`config.mk`:
```
export PLATFORM = sky130hd
export DESIGN_NAME = makespan_branch_and_bound_flat
export DESIGN_NICKNAME = d
export VERILOG_FILES = /design/src/rtl/mkbb_pkg.sv /design/src/rtl/mkbb_in_if.sv /design/src/rtl/mkbb_out_if.sv /design/src/rtl/mkbb_cfg_if.sv /design/src/rtl/mkbb_datapath.sv /design/src/rtl/mkbb_ctrl.sv /design/src/rtl/makespan_branch_and_bound.sv /design/src/flat_wrapper.sv
export SDC_FILE = /design/constraint.sdc
export NUM_CORES = 1
export LEC_CHECK = 0
export ABC_AREA = 1
export BUFFER_PORTS_ARGS = -buffer_cell sky130_fd_sc_hd__clkbuf_2
export CORE_MARGIN = 2
export CORE_UTILIZATION = 55
export CTS_CLUSTER_SIZE = 40
export DETAILED_ROUTE_END_ITERATION = 8
export GPL_TIMING_DRIVEN = 0
export PLACE_DENSITY = 0.8
export RECOVER_POWER = 50
export REMOVE_ABC_BUFFERS = 1
export SLEW_MARGIN = 20
export SYNTH_ARGS = -nofsm -noshare
export SYNTH_HDL_FRONTEND = slang
export SYNTH_SLANG_ARGS = --single-unit
```
`constraint.sdc`:
```
create_clock -name clk -period 15.6 [get_ports clk]
set_clock_uncertainty 0.15 [all_clocks]
set_input_delay 4.68 -clock clk [delete_from_list [all_inputs] [get_ports clk]]
set_output_delay 4.68 -clock clk [all_outputs]
set_load 0.05 [all_outputs]
```
`src/rtl/mkbb_pkg.sv`:
```
// Shared constants, command and status types for the makespan branch-and-bound block.
package mkbb_pkg;

  localparam int MAX_JOBS  = 12;
  localparam int MAX_LINES = 8;

  localparam int JOB_W   = 8;
  localparam int SPAN_W  = 12;
  localparam int LCFG_W  = 4;
  localparam int FIELD_W = 4;
  localparam int IDX_W   = $clog2(MAX_JOBS);
  localparam int DEPTH_W = $clog2(MAX_JOBS + 1);
  localparam int LINE_W  = (MAX_LINES > 1) ? $clog2(MAX_LINES) : 1;
  localparam int LNUM_W  = $clog2(MAX_LINES + 1);

  localparam logic [SPAN_W-1:0] SPAN_INF = '1;

  typedef struct packed {
    logic store;
    logic init;
    logic skip;
    logic pick;
    logic push;
    logic take_best;
    logic pop;
    logic emit_start;
    logic emit_next;
    logic finish;
  } cmd_t;

  typedef struct packed {
    logic leaf;
    logic cur_end;
    logic cand_free;
    logic fits;
    logic better;
    logic at_root;
    logic emit_last;
  } sts_t;

endpackage

```
`src/rtl/mkbb_in_if.sv`:
```
// Request channel carrying one job of the set.
interface mkbb_in_if;
  import mkbb_pkg::*;
  logic              valid;
  logic              ready;
  logic [JOB_W-1:0]  job_time;
  logic              last_job;
  modport source (output valid, job_time, last_job, input ready);
  modport sink (input valid, job_time, last_job, output ready);
endinterface

```
`src/rtl/mkbb_out_if.sv`:
```
// Result channel carrying one position of the best order.
interface mkbb_out_if;
  import mkbb_pkg::*;
  logic               valid;
  logic               ready;
  logic [FIELD_W-1:0] order_position;
  logic [FIELD_W-1:0] job_index;
  logic [SPAN_W-1:0]  makespan;
  logic               last_result;
  modport source (output valid, order_position, job_index, makespan, last_result,
                  input ready);
  modport sink (input valid, order_position, job_index, makespan, last_result,
                output ready);
endinterface

```
`src/rtl/mkbb_cfg_if.sv`:
```
// Configuration write channel for the line count register.
interface mkbb_cfg_if;
  import mkbb_pkg::*;
  logic              valid;
  logic              ready;
  logic [LCFG_W-1:0] data;
  modport source (output valid, data, input ready);
  modport sink (input valid, data, output ready);
endinterface

```
`src/rtl/mkbb_datapath.sv`:
```
// Datapath: job store, line loads, search stacks and best order.
module mkbb_datapath
  import mkbb_pkg::*;
(
  input  logic               clk,
  input  logic               rst_n,
  input  cmd_t               cmd,
  output sts_t               sts,
  input  logic [JOB_W-1:0]   job_time,
  input  logic               cfg_we,
  input  logic [LCFG_W-1:0]  cfg_data,
  output logic [FIELD_W-1:0] res_position,
  output logic [FIELD_W-1:0] res_job,
  output logic [SPAN_W-1:0]  res_makespan,
  output logic               res_last
);

  logic [JOB_W-1:0]   jt_r       [MAX_JOBS];
  logic [SPAN_W-1:0]  loads_r    [MAX_LINES];
  logic [SPAN_W-1:0]  span_r     [MAX_JOBS+1];
  logic [DEPTH_W-1:0] cur_r      [MAX_JOBS+1];
  logic [IDX_W-1:0]   order_r    [MAX_JOBS];
  logic [LINE_W-1:0]  pick_r     [MAX_JOBS];
  logic [IDX_W-1:0]   best_ord_r [MAX_JOBS];
  logic [DEPTH_W-1:0] cnt_r;
  logic [LCFG_W-1:0]  lines_r;
  logic [DEPTH_W-1:0] depth_r;
  logic [MAX_JOBS-1:0] mask_r;
  logic [SPAN_W-1:0]  best_r;
  logic [LINE_W-1:0]  sel_r;
  logic [SPAN_W-1:0]  new_load_r;
  logic [DEPTH_W-1:0] emit_k_r;

  logic [LNUM_W-1:0]  lines_eff;
  logic [DEPTH_W-1:0] cur_d;
  logic [IDX_W-1:0]   cand;
  logic [LINE_W-1:0]  arg_min;
  logic [SPAN_W-1:0]  span_new;
  logic [DEPTH_W-1:0] up;
  logic [IDX_W-1:0]   up_job;
  logic [LINE_W-1:0]  up_line;
  logic [DEPTH_W-1:0] cnt_inc;

  always_comb begin
    if (lines_r == '0) begin
      lines_eff = LNUM_W'(1);
    end else if (32'(lines_r) > MAX_LINES) begin
      lines_eff = LNUM_W'(MAX_LINES);
    end else begin
      lines_eff = LNUM_W'(lines_r);
    end
  end

  assign cur_d   = cur_r[depth_r];
  assign cand    = cur_d[IDX_W-1:0];
  assign up      = depth_r - DEPTH_W'(1);
  assign up_job  = order_r[up[IDX_W-1:0]];
  assign up_line = pick_r[up[IDX_W-1:0]];
  assign cnt_inc = cnt_r + DEPTH_W'(1);

  always_comb begin
    arg_min = '0;
    for (int k = 1; k < MAX_LINES; k++) begin
      if (LNUM_W'(k) < lines_eff && loads_r[k] < loads_r[arg_min]) begin
        arg_min = LINE_W'(k);
      end
    end
  end

  assign span_new = (new_load_r > span_r[depth_r]) ? new_load_r : span_r[depth_r];

  assign sts.leaf      = (depth_r == cnt_r);
  assign sts.cur_end   = (cur_d >= cnt_r);
  assign sts.cand_free = mask_r[cand];
  assign sts.fits      = (span_new <= best_r);
  assign sts.better    = (span_r[depth_r] < best_r);
  assign sts.at_root   = (depth_r == '0);
  assign sts.emit_last = ((emit_k_r + DEPTH_W'(1)) == cnt_r);

  assign res_position = FIELD_W'(emit_k_r);
  assign res_job      = FIELD_W'(best_ord_r[emit_k_r[IDX_W-1:0]]);
  assign res_makespan = best_r;
  assign res_last     = sts.emit_last;

  always_ff @(posedge clk) begin
    if (!rst_n) begin
      cnt_r    <= '0;
      lines_r  <= LCFG_W'(1);
      depth_r  <= '0;
      mask_r   <= '0;
      best_r   <= SPAN_INF;
      emit_k_r <= '0;
    end else begin
      if (cfg_we) begin
        lines_r <= cfg_data;
      end
      if (cmd.store && 32'(cnt_r) < MAX_JOBS) begin
        jt_r[cnt_r[IDX_W-1:0]] <= job_time;
        cnt_r <= cnt_inc;
      end
      if (cmd.init) begin
        for (int k = 0; k < MAX_LINES; k++) begin
          loads_r[k] <= '0;
        end
        for (int i = 0; i < MAX_JOBS; i++) begin
          mask_r[i]     <= (DEPTH_W'(i) < cnt_r);
          best_ord_r[i] <= '0;
        end
        span_r[0] <= '0;
        cur_r[0]  <= '0;
        depth_r   <= '0;
        best_r    <= SPAN_INF;
      end
      if (cmd.skip) begin
        cur_r[depth_r] <= cur_d + DEPTH_W'(1);
      end
      if (cmd.pick) begin
        sel_r      <= arg_min;
        new_load_r <= loads_r[arg_min] + SPAN_W'(jt_r[cand]);
      end
      if (cmd.push) begin
        loads_r[sel_r]                 <= new_load_r;
        pick_r[depth_r[IDX_W-1:0]]     <= sel_r;
        order_r[depth_r[IDX_W-1:0]]    <= cand;
        mask_r[cand]                   <= 1'b0;
        span_r[depth_r + DEPTH_W'(1)]  <= span_new;
        cur_r[depth_r + DEPTH_W'(1)]   <= '0;
        depth_r                        <= depth_r + DEPTH_W'(1);
      end
      if (cmd.take_best) begin
        for (int i = 0; i < MAX_JOBS; i++) begin
          best_ord_r[i] <= order_r[i];
        end
        best_r <= span_r[depth_r];
      end
      if (cmd.pop) begin
        loads_r[up_line] <= loads_r[up_line] - SPAN_W'(jt_r[up_job]);
        mask_r[up_job]   <= 1'b1;
        cur_r[up]        <= DEPTH_W'(up_job) + DEPTH_W'(1);
        depth_r          <= up;
      end
      if (cmd.emit_start) begin
        emit_k_r <= '0;
      end
      if (cmd.emit_next) begin
        emit_k_r <= emit_k_r + DEPTH_W'(1);
      end
      if (cmd.finish) begin
        cnt_r  <= '0;
        mask_r <= '0;
      end
    end
  end

endmodule

```
`src/rtl/mkbb_ctrl.sv`:
```
// Controller: sequences loading, the depth-first search and result delivery.
module mkbb_ctrl
  import mkbb_pkg::*;
(
  input  logic clk,
  input  logic rst_n,
  input  logic in_valid,
  input  logic in_last,
  output logic in_ready,
  output logic out_valid,
  input  logic out_ready,
  input  sts_t sts,
  output cmd_t cmd
);

  typedef enum logic [2:0] {S_LOAD, S_INIT, S_SCAN, S_PLACE, S_POP, S_EMIT} state_t;

  state_t state_r, state_nxt;

  assign in_ready  = (state_r == S_LOAD);
  assign out_valid = (state_r == S_EMIT);

  always_comb begin
    state_nxt = state_r;
    cmd       = '0;
    case (state_r)
      S_LOAD: begin
        if (in_valid) begin
          cmd.store = 1'b1;
          if (in_last) begin
            state_nxt = S_INIT;
          end
        end
      end
      S_INIT: begin
        cmd.init  = 1'b1;
        state_nxt = S_SCAN;
      end
      S_SCAN: begin
        if (sts.leaf) begin
          cmd.take_best = sts.better;
          state_nxt     = S_POP;
        end else if (sts.cur_end) begin
          if (sts.at_root) begin
            cmd.emit_start = 1'b1;
            state_nxt      = S_EMIT;
          end else begin
            state_nxt = S_POP;
          end
        end else if (!sts.cand_free) begin
          cmd.skip = 1'b1;
        end else begin
          cmd.pick  = 1'b1;
          state_nxt = S_PLACE;
        end
      end
      S_PLACE: begin
        if (sts.fits) begin
          cmd.push = 1'b1;
        end else begin
          cmd.skip = 1'b1;
        end
        state_nxt = S_SCAN;
      end
      S_POP: begin
        cmd.pop   = 1'b1;
        state_nxt = S_SCAN;
      end
      S_EMIT: begin
        if (out_ready) begin
          if (sts.emit_last) begin
            cmd.finish = 1'b1;
            state_nxt  = S_LOAD;
          end else begin
            cmd.emit_next = 1'b1;
          end
        end
      end
      default: begin
        state_nxt = S_LOAD;
      end
    endcase
  end

  always_ff @(posedge clk) begin
    if (!rst_n) begin
      state_r <= S_LOAD;
    end else begin
      state_r <= state_nxt;
    end
  end

endmodule

```
`src/rtl/makespan_branch_and_bound.sv`:
```
// A new job is accepted every cycle until the final one.
// The search starts after a setup step; each tried candidate is picked, then placed or pruned,
// a candidate already placed is skipped, and each backtrack checks the level, then restores.
// Results then leave one per cycle while the sink takes them; the next set loads after.
// Synchronous active-low reset empties the job set and sets the line count to one.
module makespan_branch_and_bound
  import mkbb_pkg::*;
(
  input  logic      clk,
  input  logic      rst_n,
  mkbb_in_if.sink   in_chan,
  mkbb_out_if.source out_chan,
  mkbb_cfg_if.sink  cfg_chan
);

  cmd_t cmd;
  sts_t sts;

  assign cfg_chan.ready = 1'b1;

  mkbb_ctrl u_ctrl (
    .clk       (clk),
    .rst_n     (rst_n),
    .in_valid  (in_chan.valid),
    .in_last   (in_chan.last_job),
    .in_ready  (in_chan.ready),
    .out_valid (out_chan.valid),
    .out_ready (out_chan.ready),
    .sts       (sts),
    .cmd       (cmd)
  );

  mkbb_datapath u_dp (
    .clk          (clk),
    .rst_n        (rst_n),
    .cmd          (cmd),
    .sts          (sts),
    .job_time     (in_chan.job_time),
    .cfg_we       (cfg_chan.valid),
    .cfg_data     (cfg_chan.data),
    .res_position (out_chan.order_position),
    .res_job      (out_chan.job_index),
    .res_makespan (out_chan.makespan),
    .res_last     (out_chan.last_result)
  );

endmodule

```
`src/flat_wrapper.sv`:
```
// flat-port wrapper written by rule: the top's interface ports become plain ports
module makespan_branch_and_bound_flat import mkbb_pkg::*;
  (clk, rst_n, in_chan_valid, in_chan_job_time, in_chan_last_job, in_chan_ready, out_chan_valid, out_chan_order_position, out_chan_job_index, out_chan_makespan, out_chan_last_result, out_chan_ready, cfg_chan_valid, cfg_chan_data, cfg_chan_ready);
  mkbb_in_if in_chan_i ();
  mkbb_out_if out_chan_i ();
  mkbb_cfg_if cfg_chan_i ();
  input  logic clk;
  input  logic rst_n;
  input wire logic [$bits(in_chan_i.valid)-1:0] in_chan_valid;
  input wire logic [$bits(in_chan_i.job_time)-1:0] in_chan_job_time;
  input wire logic [$bits(in_chan_i.last_job)-1:0] in_chan_last_job;
  output wire logic [$bits(in_chan_i.ready)-1:0] in_chan_ready;
  output wire logic [$bits(out_chan_i.valid)-1:0] out_chan_valid;
  output wire logic [$bits(out_chan_i.order_position)-1:0] out_chan_order_position;
  output wire logic [$bits(out_chan_i.job_index)-1:0] out_chan_job_index;
  output wire logic [$bits(out_chan_i.makespan)-1:0] out_chan_makespan;
  output wire logic [$bits(out_chan_i.last_result)-1:0] out_chan_last_result;
  input wire logic [$bits(out_chan_i.ready)-1:0] out_chan_ready;
  input wire logic [$bits(cfg_chan_i.valid)-1:0] cfg_chan_valid;
  input wire logic [$bits(cfg_chan_i.data)-1:0] cfg_chan_data;
  output wire logic [$bits(cfg_chan_i.ready)-1:0] cfg_chan_ready;
  assign in_chan_i.valid = in_chan_valid;
  assign in_chan_i.job_time = in_chan_job_time;
  assign in_chan_i.last_job = in_chan_last_job;
  assign in_chan_ready = in_chan_i.ready;
  assign out_chan_valid = out_chan_i.valid;
  assign out_chan_order_position = out_chan_i.order_position;
  assign out_chan_job_index = out_chan_i.job_index;
  assign out_chan_makespan = out_chan_i.makespan;
  assign out_chan_last_result = out_chan_i.last_result;
  assign out_chan_i.ready = out_chan_ready;
  assign cfg_chan_i.valid = cfg_chan_valid;
  assign cfg_chan_i.data = cfg_chan_data;
  assign cfg_chan_ready = cfg_chan_i.ready;
  makespan_branch_and_bound u_core (.clk(clk), .rst_n(rst_n), .in_chan(in_chan_i), .out_chan(out_chan_i), .cfg_chan(cfg_chan_i));
endmodule
```
==> results_dict.tcl <==
set metrics [dict create \
    status "finished with violations" \
    violations "capacitance limit, slew limit" \
    root_buffer "clkbuf_16" \
    cp.required_ns 15.85 \
    fin_crit_ns 15.13 \
    synth_xor_area_share_pct 0.758 \
    die_area_sq_um 62900 \
    num_io_pins 42 \
    synth.area.mux_share_pct 1.82 \
    ys_warn_count 0 \
    overflow 0 \
    io_buffers 40 \
    slowest_delay_ns 0.54 \
    drc 0 \
    place_area_sq_um 34600 \
    synthFlopType "edfxtp_1" \
    area_growth_pct 11.1 \
    htreeDepth 2 \
    tightest_slew_ns 2.35 \
    grt_pass1_wl_um 142000 \
    design_area_sq_um 37200 \
    synth_seq_area_share_pct 53.5 \
    antenna_found_initial 1 \
    grt_max_degree 61 \
    worstHoldPathType "reg2reg" \
    ctsHoldBuffers 0 \
    cts_tree "done" \
    fin_crit_sh_pct 97.0 \
    hold_ws_ns 0.354 \
    slew_headroom_pct -56.9 \
    ys_types 64 \
    path_clk_slew_ns 0.06 \
    cts_made_buffers 61 \
    dp_hpwl_um 63000 \
    grt_pass1_vias 25599 \
    vias 27786 \
    max_freq_mhz 66.1 \
    critPathLaunchType "flop" \
    antenna_left 0 \
    synth.cell_area_sq_um 33500 \
    crit_slowest_cell "edfxtp_1" \
    die_h_um 251 \
    post_drt_wl_per_cell_um 21.1 \
    yosys.area_share.simple_pct 15.4 \
    drive_above_1_share_pct 7.50 \
    synthArstFlopShare_pct 0 \
    cts_max_path_buffers 3 \
    maxCapViolCount 7 \
    dr.pass1.iters 7 \
    nets 3809 \
    path_max_fanout 24 \
    ys_seq_elements 614 \
    worst_skew_pair.late_latency_ns 0.66 \
    start_util_pct 55.6 \
    drt-initial-drc-count 3786 \
    track_usage_pct 29.0 \
    rows 90 \
    path_class "reg2reg" \
    vias_per_cell 6.21 \
    finalHoldViolations 0 \
    post-route-util_pct 61.8 \
    synth_edf_count 563 \
    report.final.setup_viol 0 \
    antennaDiodeCount 0 \
    globalplace.congestion 0.972 \
    crit_arrival_ns 15.38 \
    cts_sinks 614 \
    avgSynthCellArea_sq_um 9.24 \
    postSynthCellCount 3626 \
    core_sq_um 60200 \
    synth_top_family_by_area "compound AO/OA/AOI/OAI gates" \
    synth-compound-area-share_pct 16.0 \
    crit_path_end_kind "flop" \
    synth-adder-area-share_pct 5.72 \
    die_w_um 251 \
    drt-total-wl_um 94500 \
    slew_viol_final 135 \
]
-- synth_stat cells (all sizes together) (14+ instances only) --
cell / instances / area share, %
a21oi: 246 / 3.7
a31oi: 19 / 0.35
buf: 31 / 0.49
clkbuf: 151 / 1.7
dfxtp: 51 / 3.0
edfxtp: 563 / 50
ha: 150 / 5.6
inv: 404 / 4.5
mux2i: 61 / 1.8
nand2: 611 / 7.2
nand3: 196 / 3.0
nor2: 381 / 4.4
nor3: 28 / 0.42
o211ai: 111 / 2.5
o21ai: 429 / 6.4
o221ai: 14 / 0.37
o22ai: 29 / 0.54
xor2: 21 / 0.55
-- metal layers --
metal	GRT usage, %	wire (um)	up-vias
li1	-	-	12725
met4	13.3	4770	2
met1	37.1	34600	12983
met3	4.67	10300	344
met2	48.6	44800	1732
met5	0	10	-
-- registers in the layout (all words and copies together), names as in the netlist, 12 cells and up, named ones only --
signal	flops
u_core.u_dp.cur_r	52
u_core.u_dp.pick_r	36
u_core.u_dp.jt_r	96
u_core.u_dp.span_r	156
u_core.u_dp.loads_r	96
u_core.u_dp.best_ord_r	48
u_core.u_dp.res_makespan	12
u_core.u_dp.new_load_r	12
u_core.u_dp.order_r	64
u_core.u_dp.mask_r	12
-- cell usage in the layout (no fill, tap or decap), types with 62 or more instances in the layout --
cell,n
nand2_1,582
edfxtp_1,563
o21ai_0,413
inv_1,383
nor2_1,361
a21oi_1,242
nand3_1,194
ha_1,150
o211ai_1,111
clkbuf_16,62
-- final cells by class --
cell class	instances	area, sq um
Inverter	414	1600
Sequential cell	614	17900
Fill cell	4727	23000
Tap cell	782	978
Clock inverter	40	493
Clock buffer	76	1620
Timing Repair Buffer	117	858
Timing Repair inverter	5	35.0
Multi-Input combinational cell	2426	13700
-- cell families (layout without fill, tap and decap cells) --
kind of cell,count (synthesis),after routing
AND/OR/NAND/NOR,1240,1250
AO/OA/AOI/OAI,933,933
flip-flops,614,614
buffers and inverters,596,652
adder cells (fa/ha/maj),152,152
multiplexers,61,61
XOR/XNOR,29,29
other,1,1
-- worst max-delay path, delay by kind of cell, from the launching register on --
| kind | cells | cell delay (ns) |
|---|---|---|
| DFF | 1 | 0.54 |
| and+or+nand+nor | 39 | 5.42 |
| buffers and inverters | 12 | 1.96 |
| AOI/OAI and AO/OA | 27 | 4.17 |
| xor gates and xnor gates | 1 | 0.14 |
| adders and majority gates | 8 | 2.41 |
-- worst paths after layout --
| check | depth (start not counted) | end | start | slack (ns) |
|---|---|---|---|---|
| max | 87 | u_core.u_dp.new_load_r[9] | u_core.u_dp.loads_r[1][8] | 0.47 |
| min | 2 | u_core.u_dp.lines_r[2] | u_core.u_dp.lines_r[2] | 0.35 |
| max reg2reg | 87 | u_core.u_dp.new_load_r[9] | u_core.u_dp.loads_r[1][8] | 0.47 |
| min reg2reg | 2 | u_core.u_dp.lines_r[2] | u_core.u_dp.lines_r[2] | 0.35 |
-- per-stage QoR --
stage                     setup WS (ns)  setup TNS [ns]  std cells
after global routing             -0.218          -0.745       4474
after floorplan                   0.704               0       3444
after detailed placement          -4.36          -49.60       4298
after global placement            -4.51          -52.43       4266
final                             0.470               0       4474
after CTS                      -0.00450        -0.00450       4432
-- what timing repair did --
action,in CTS,in global routing
endpoints found under the setup margin,15,11
gates resized for setup,33,41
cloned,6,9
setup buffers,12,33
pin swaps,6,16
Power is not shown: default switching activity piles up to over one toggle a cycle in this logic, so the estimate is an artifact.
